## config.mk

```make
export PLATFORM = sky130hd
export DESIGN_NAME = lpjd_ctrl
export DESIGN_NICKNAME = d
export VERILOG_FILES = /design/src/lpjd_pkg.sv /design/src/lpjd_ctrl.sv
export SDC_FILE = /design/constraint.sdc
export NUM_CORES = 1
export LEC_CHECK = 0
export BUFFER_PORTS_ARGS = -buffer_cell sky130_fd_sc_hd__clkbuf_2
export CORE_MARGIN = 8
export CORE_UTILIZATION = 45
export DETAILED_ROUTE_END_ITERATION = 8
export PLACE_DENSITY = 0.71
export SYNTH_ARGS = -nofsm -noshare
export SYNTH_HDL_FRONTEND = slang
export SYNTH_SLANG_ARGS = --single-unit
export TNS_END_PERCENT = 20
```

## constraint.sdc

```tcl
create_clock -name i_clk -period 1.5 [get_ports i_clk]
set_input_delay 0.3 -clock i_clk [delete_from_list [all_inputs] [get_ports i_clk]]
set_output_delay 0.3 -clock i_clk [all_outputs]
set_load 0.1 [all_outputs]
```

## src/lpjd_pkg.sv

```systemverilog
`default_nettype none
package lpjd_pkg;

    localparam int LANES    = 3;
    localparam int LANE_W   = 2;
    localparam int TAG_W    = 16;
    localparam int PRIO_W   = 16;
    localparam int ENTRY_W  = PRIO_W + TAG_W;
    localparam int LIMIT_W  = 4;
    localparam int REMOVE_W = 9;
    localparam int DROP_W   = 32;

    localparam logic [1:0] REQ_ENQUEUE = 2'd0;
    localparam logic [1:0] REQ_FINISH  = 2'd1;
    localparam logic [1:0] REQ_CANCEL  = 2'd2;

    localparam logic [2:0] EV_ACCEPTED    = 3'd0;
    localparam logic [2:0] EV_DROPPED     = 3'd1;
    localparam logic [2:0] EV_DISPATCHED  = 3'd2;
    localparam logic [2:0] EV_FINISH_ACK  = 3'd3;
    localparam logic [2:0] EV_CANCEL_DONE = 3'd4;

    localparam logic [LIMIT_W-1:0] LIMIT_RESET [LANES] = '{4'd3, 4'd2, 4'd1};

    typedef struct packed {
        logic [1:0]               req_type;
        logic [LANE_W-1:0]        lane;
        logic [TAG_W-1:0]         job_tag;
        logic signed [PRIO_W-1:0] job_priority;
    } t_in_req;

    typedef struct packed {
        logic [2:0]          event_kind;
        logic [LANE_W-1:0]   event_lane;
        logic [TAG_W-1:0]    event_tag;
        logic [REMOVE_W-1:0] removed_count;
        logic [DROP_W-1:0]   drop_total;
        logic                last_of_run;
    } t_out_res;

    typedef enum logic [3:0] {
        S_IDLE,
        S_ENQ_START,
        S_ENQ_CMP,
        S_FIN,
        S_DISP_CHK,
        S_DISP_TAKE,
        S_CAN_LANE,
        S_CAN_CMP,
        S_EMIT1,
        S_EMIT2
    } t_state;

    typedef enum logic [3:0] {
        OP_NONE,
        OP_LOAD,
        OP_DROP,
        OP_ENQ_START,
        OP_SHIFT,
        OP_PLACE,
        OP_FIN,
        OP_DISP_CHK,
        OP_DISP_TAKE,
        OP_CAN_SKIP,
        OP_CAN_FIRST,
        OP_CAN_STEP,
        OP_EMIT1,
        OP_EMIT2
    } t_op;

    typedef struct packed {
        t_op op;
    } t_dp_cmd;

    typedef struct packed {
        logic enq_reject;
        logic shift;
        logic disp;
        logic lane_end;
        logic lane_empty;
        logic can_last;
        logic out_free;
    } t_dp_sts;

endpackage
`default_nettype wire

```

## src/lpjd_ctrl.sv

```systemverilog
`default_nettype none
module lpjd_ctrl
    import lpjd_pkg::*;
(
    input  wire logic       i_clk,
    input  wire logic       i_rst_n,
    input  wire logic       i_in_valid,
    input  wire logic [1:0] i_req_type,
    output logic            o_in_ready,
    output t_dp_cmd         o_cmd,
    input  wire t_dp_sts    i_sts
);
    t_state r_state;
    t_state n_state;

    always_ff @(posedge i_clk) begin
        if (!i_rst_n) begin
            r_state <= S_IDLE;
        end else begin
            r_state <= n_state;
        end
    end

    always_comb begin
        n_state    = r_state;
        o_cmd.op   = OP_NONE;
        o_in_ready = 1'b0;
        unique case (r_state)
            S_IDLE: begin
                o_in_ready = 1'b1;
                if (i_in_valid) begin
                    o_cmd.op = OP_LOAD;
                    priority case (i_req_type)
                        REQ_ENQUEUE: n_state = S_ENQ_START;
                        REQ_FINISH:  n_state = S_FIN;
                        REQ_CANCEL:  n_state = S_CAN_LANE;
                        default:     n_state = S_IDLE;
                    endcase
                end
            end
            S_ENQ_START: begin
                if (i_sts.enq_reject) begin
                    o_cmd.op = OP_DROP;
                    n_state  = S_EMIT1;
                end else begin
                    o_cmd.op = OP_ENQ_START;
                    n_state  = S_ENQ_CMP;
                end
            end
            S_ENQ_CMP: begin
                if (i_sts.shift) begin
                    o_cmd.op = OP_SHIFT;
                end else begin
                    o_cmd.op = OP_PLACE;
                    n_state  = S_DISP_CHK;
                end
            end
            S_FIN: begin
                o_cmd.op = OP_FIN;
                n_state  = S_DISP_CHK;
            end
            S_DISP_CHK: begin
                o_cmd.op = OP_DISP_CHK;
                n_state  = S_DISP_TAKE;
            end
            S_DISP_TAKE: begin
                o_cmd.op = OP_DISP_TAKE;
                n_state  = S_EMIT1;
            end
            S_CAN_LANE: begin
                if (i_sts.lane_end) begin
                    n_state = S_EMIT1;
                end else if (i_sts.lane_empty) begin
                    o_cmd.op = OP_CAN_SKIP;
                end else begin
                    o_cmd.op = OP_CAN_FIRST;
                    n_state  = S_CAN_CMP;
                end
            end
            S_CAN_CMP: begin
                o_cmd.op = OP_CAN_STEP;
                if (i_sts.can_last) begin
                    n_state = S_CAN_LANE;
                end
            end
            S_EMIT1: begin
                if (i_sts.out_free) begin
                    o_cmd.op = OP_EMIT1;
                    n_state  = i_sts.disp ? S_EMIT2 : S_IDLE;
                end
            end
            S_EMIT2: begin
                if (i_sts.out_free) begin
                    o_cmd.op = OP_EMIT2;
                    n_state  = S_IDLE;
                end
            end
            default: n_state = S_IDLE;
        endcase
    end

    a_emit2_after_emit1: assert property (@(posedge i_clk) disable iff (!i_rst_n)
        r_state == S_EMIT2 |-> $past(r_state) == S_EMIT1 || $past(r_state) == S_EMIT2)
        else $error("dispatch result without first result");

    a_emit2_needs_disp: assert property (@(posedge i_clk) disable iff (!i_rst_n)
        r_state == S_EMIT1 && i_sts.out_free && !i_sts.disp |=> r_state == S_IDLE)
        else $error("second result without dispatch");

endmodule
`default_nettype wire

```

==> metrics.txt <==
DR pass1 iterations 4; Max-Cap Viols 0; largest net degree at the start of global routing 15; main combinational cell family by area after synthesis simple AND/OR/NAND/NOR gates; placed cells 118; initial antenna violation count 0; Final Worst Setup Slack -0.241 ns; clock period minus worst slack 1.74 ns; synth unique cells 35; Root Buffer clkbuf_4; clk_lat worst skew approximately 0.24 ns; I/O pin count 17; commonest non-fill, non-tap cell in the layout buf_4; RSZ-0062 raised after global routing true; simple-gate area share of the yosys netlist a little over a third; Hold Path Class in -> reg; post-synthesis compound-gate area fraction between 20% and 30%; nets@finish about 120; Synth Cell Area 593 µm²; Seq/Total Area, Yosys between 10% and 20%; Area growth, synth to finish 55.3%; biggest regs r_state x4; Finished Layout Cells ~120; Worst-path clk slew around 0.040 ns; kind of critical path reg -> out; Mapped Cells 78; Biggest register r_state; CTS Hold Bufs 0; failing checks setup timing; post-synth net total 93; Slew HR 76.6%; worst clock skew roughly 0.0046 ns; Die ar. 2740 µm²; DP HPWL between 1000 and 1500 µm; Synth top area share 13.5%; Residual DRC 0; Initial Util 46.7%; Final period util 116%; Setup violations, final 5; area of the core approximately 1300 µm²; FP Rows 13; Post-Route WL between 1500 and 2000 µm; vias in the first global route 677; Antenna Nets Post-Route 0; worst slew pin tran ~0.35 ns; Crit. End Element primary output; WP data arrival between 1 and 1.5 ns; Slew Limit Fails 0; global route overflow 0; Yosys top cell by area dfxtp_1; drt wl/cell approximately 15 µm; syn_area_per_cell 7.60 µm²; synth top area cells dfxtp_1, buf_6, ha_1; dpl ws -0.0537 ns; Startpoint Class flop; Post-CTS Setup Bufs 0; layout cell share with drive strength beyond 1 51.9%; Sink Count 4; Port-buffer cells 16; most frequent cells in the layout buf_4, clkbuf_2, inv_1, nor2_1, nand2_1; Crit path required time roughly 1.2 ns; critical-path maximum fanout 7; first-pass GRT wire length between 2000 and 3000 µm; GR peak layer met2; vias just under 700; run status complete, but fails checks; Synth Warn # 0; Post-Synth Adder-Cell Area 6.33%; TritonCTS clock tree done; total CTS buffers 3; n_diodes 0; met2 Usage GRT 25.1%; vias per cell about 5.7; Hold Slack between 0.3 and 0.4 ns; post-synthesis mux area share 3.38%; routing usage on met1 between 15 and 20%; met3 global-route usage approximately 4.0%; GP Congestion approximately 0.86; max reg flops 4; Horiz. Die Dim about 52 µm; all-layer global routing usage 14.0%; register bit count reported by yosys 4; worst-case clock buffer depth 2; chip height ~52 µm; Max Freq ~0.57 GHz; DRT iter0 DRCs 18; H-tree levels 1; Hold Fails Final Rpt 0; xor/xnor share of the synthesized area 0%
## layout make-up
class | instances | area [µm²]
Multi-Input combinational cell | 62 | 497
Timing Repair Buffer | 31 | 275
Clock buffer | 3 | 22.5
Fill cell | 99 | 348
Tap cell | 15 | 18.8
Sequential cell | 4 | 85.1
Inverter | 6 | 22.5
## synth_stat cells, drive strengths merged
| cell type | instances |
|---|---|
| a211oi | 1 |
| a21oi | 4 |
| a31oi | 2 |
| and2b | 1 |
| and3b | 1 |
| buf | 6 |
| dfxtp | 4 |
| ha | 3 |
| inv | 6 |
| mux2i | 2 |
| nand2 | 6 |
| nand2b | 5 |
| nand3 | 5 |
| nand3b | 1 |
| nand4 | 1 |
| nor2 | 6 |
| nor2b | 1 |
| nor3 | 4 |
| nor3b | 1 |
| nor4 | 1 |
| o2111ai | 1 |
| o21a | 2 |
| o21ai | 7 |
| o221ai | 1 |
| o22ai | 1 |
| o31ai | 2 |
| o32ai | 2 |
| or3 | 1 |
## stage by stage
step | setup TNS (ns) | area [µm²] | utilization, %
after floorplan | -1.98 | 636 | -
after global placement | -0.0805 | 862 | 67.9
after detailed placement | -0.0852 | 862 | 67.9
after CTS | -0.822 | 911 | 71.8
after global routing | -1.07 | 921 | 72.6
final | -0.848 | 921 | 72.6
## cell families after synthesis
group / after synthesis
simple gates: 34
compound gates: 23
buf+inv: 12
flops: 4
fa+ha+maj: 3
mux: 2
## worst max-delay path, stage by stage, from the launching register on
cell	delay (ns)
dfxtp_2	0.33
buf_4	0.16
o221ai_1	0.24
a21oi_2	0.11
o21ai_4	0.17
buf_12	0.19
## per-layer routing
metal	share of wire, %	up-vias
li1	-	341
met5	0	-
met3	4.7	2
met2	53	22
met1	41	319
met4	0.72	0
## path summary, 6_finish.rpt
kind / from / to / slack [ns] / cells past startpoint
worst max-delay path: r_state[0] / o_cmd[0] / -0.24 / 5
worst min-delay path: i_rst_n / r_state[0] / 0.39 / 3
worst max register to register: r_state[2] / r_state[0] / 0.12 / 6
worst min register to register: r_state[0] / r_state[0] / 0.68 / 3
## what timing repair did
action                     4_1_cts  5_1_grt
setup endpoints to repair        6        5
pin swaps                        6        2
resized for setup                8        2
Power is not shown: default switching activity piles up to over one toggle a cycle in this logic, so the estimate is an artifact.
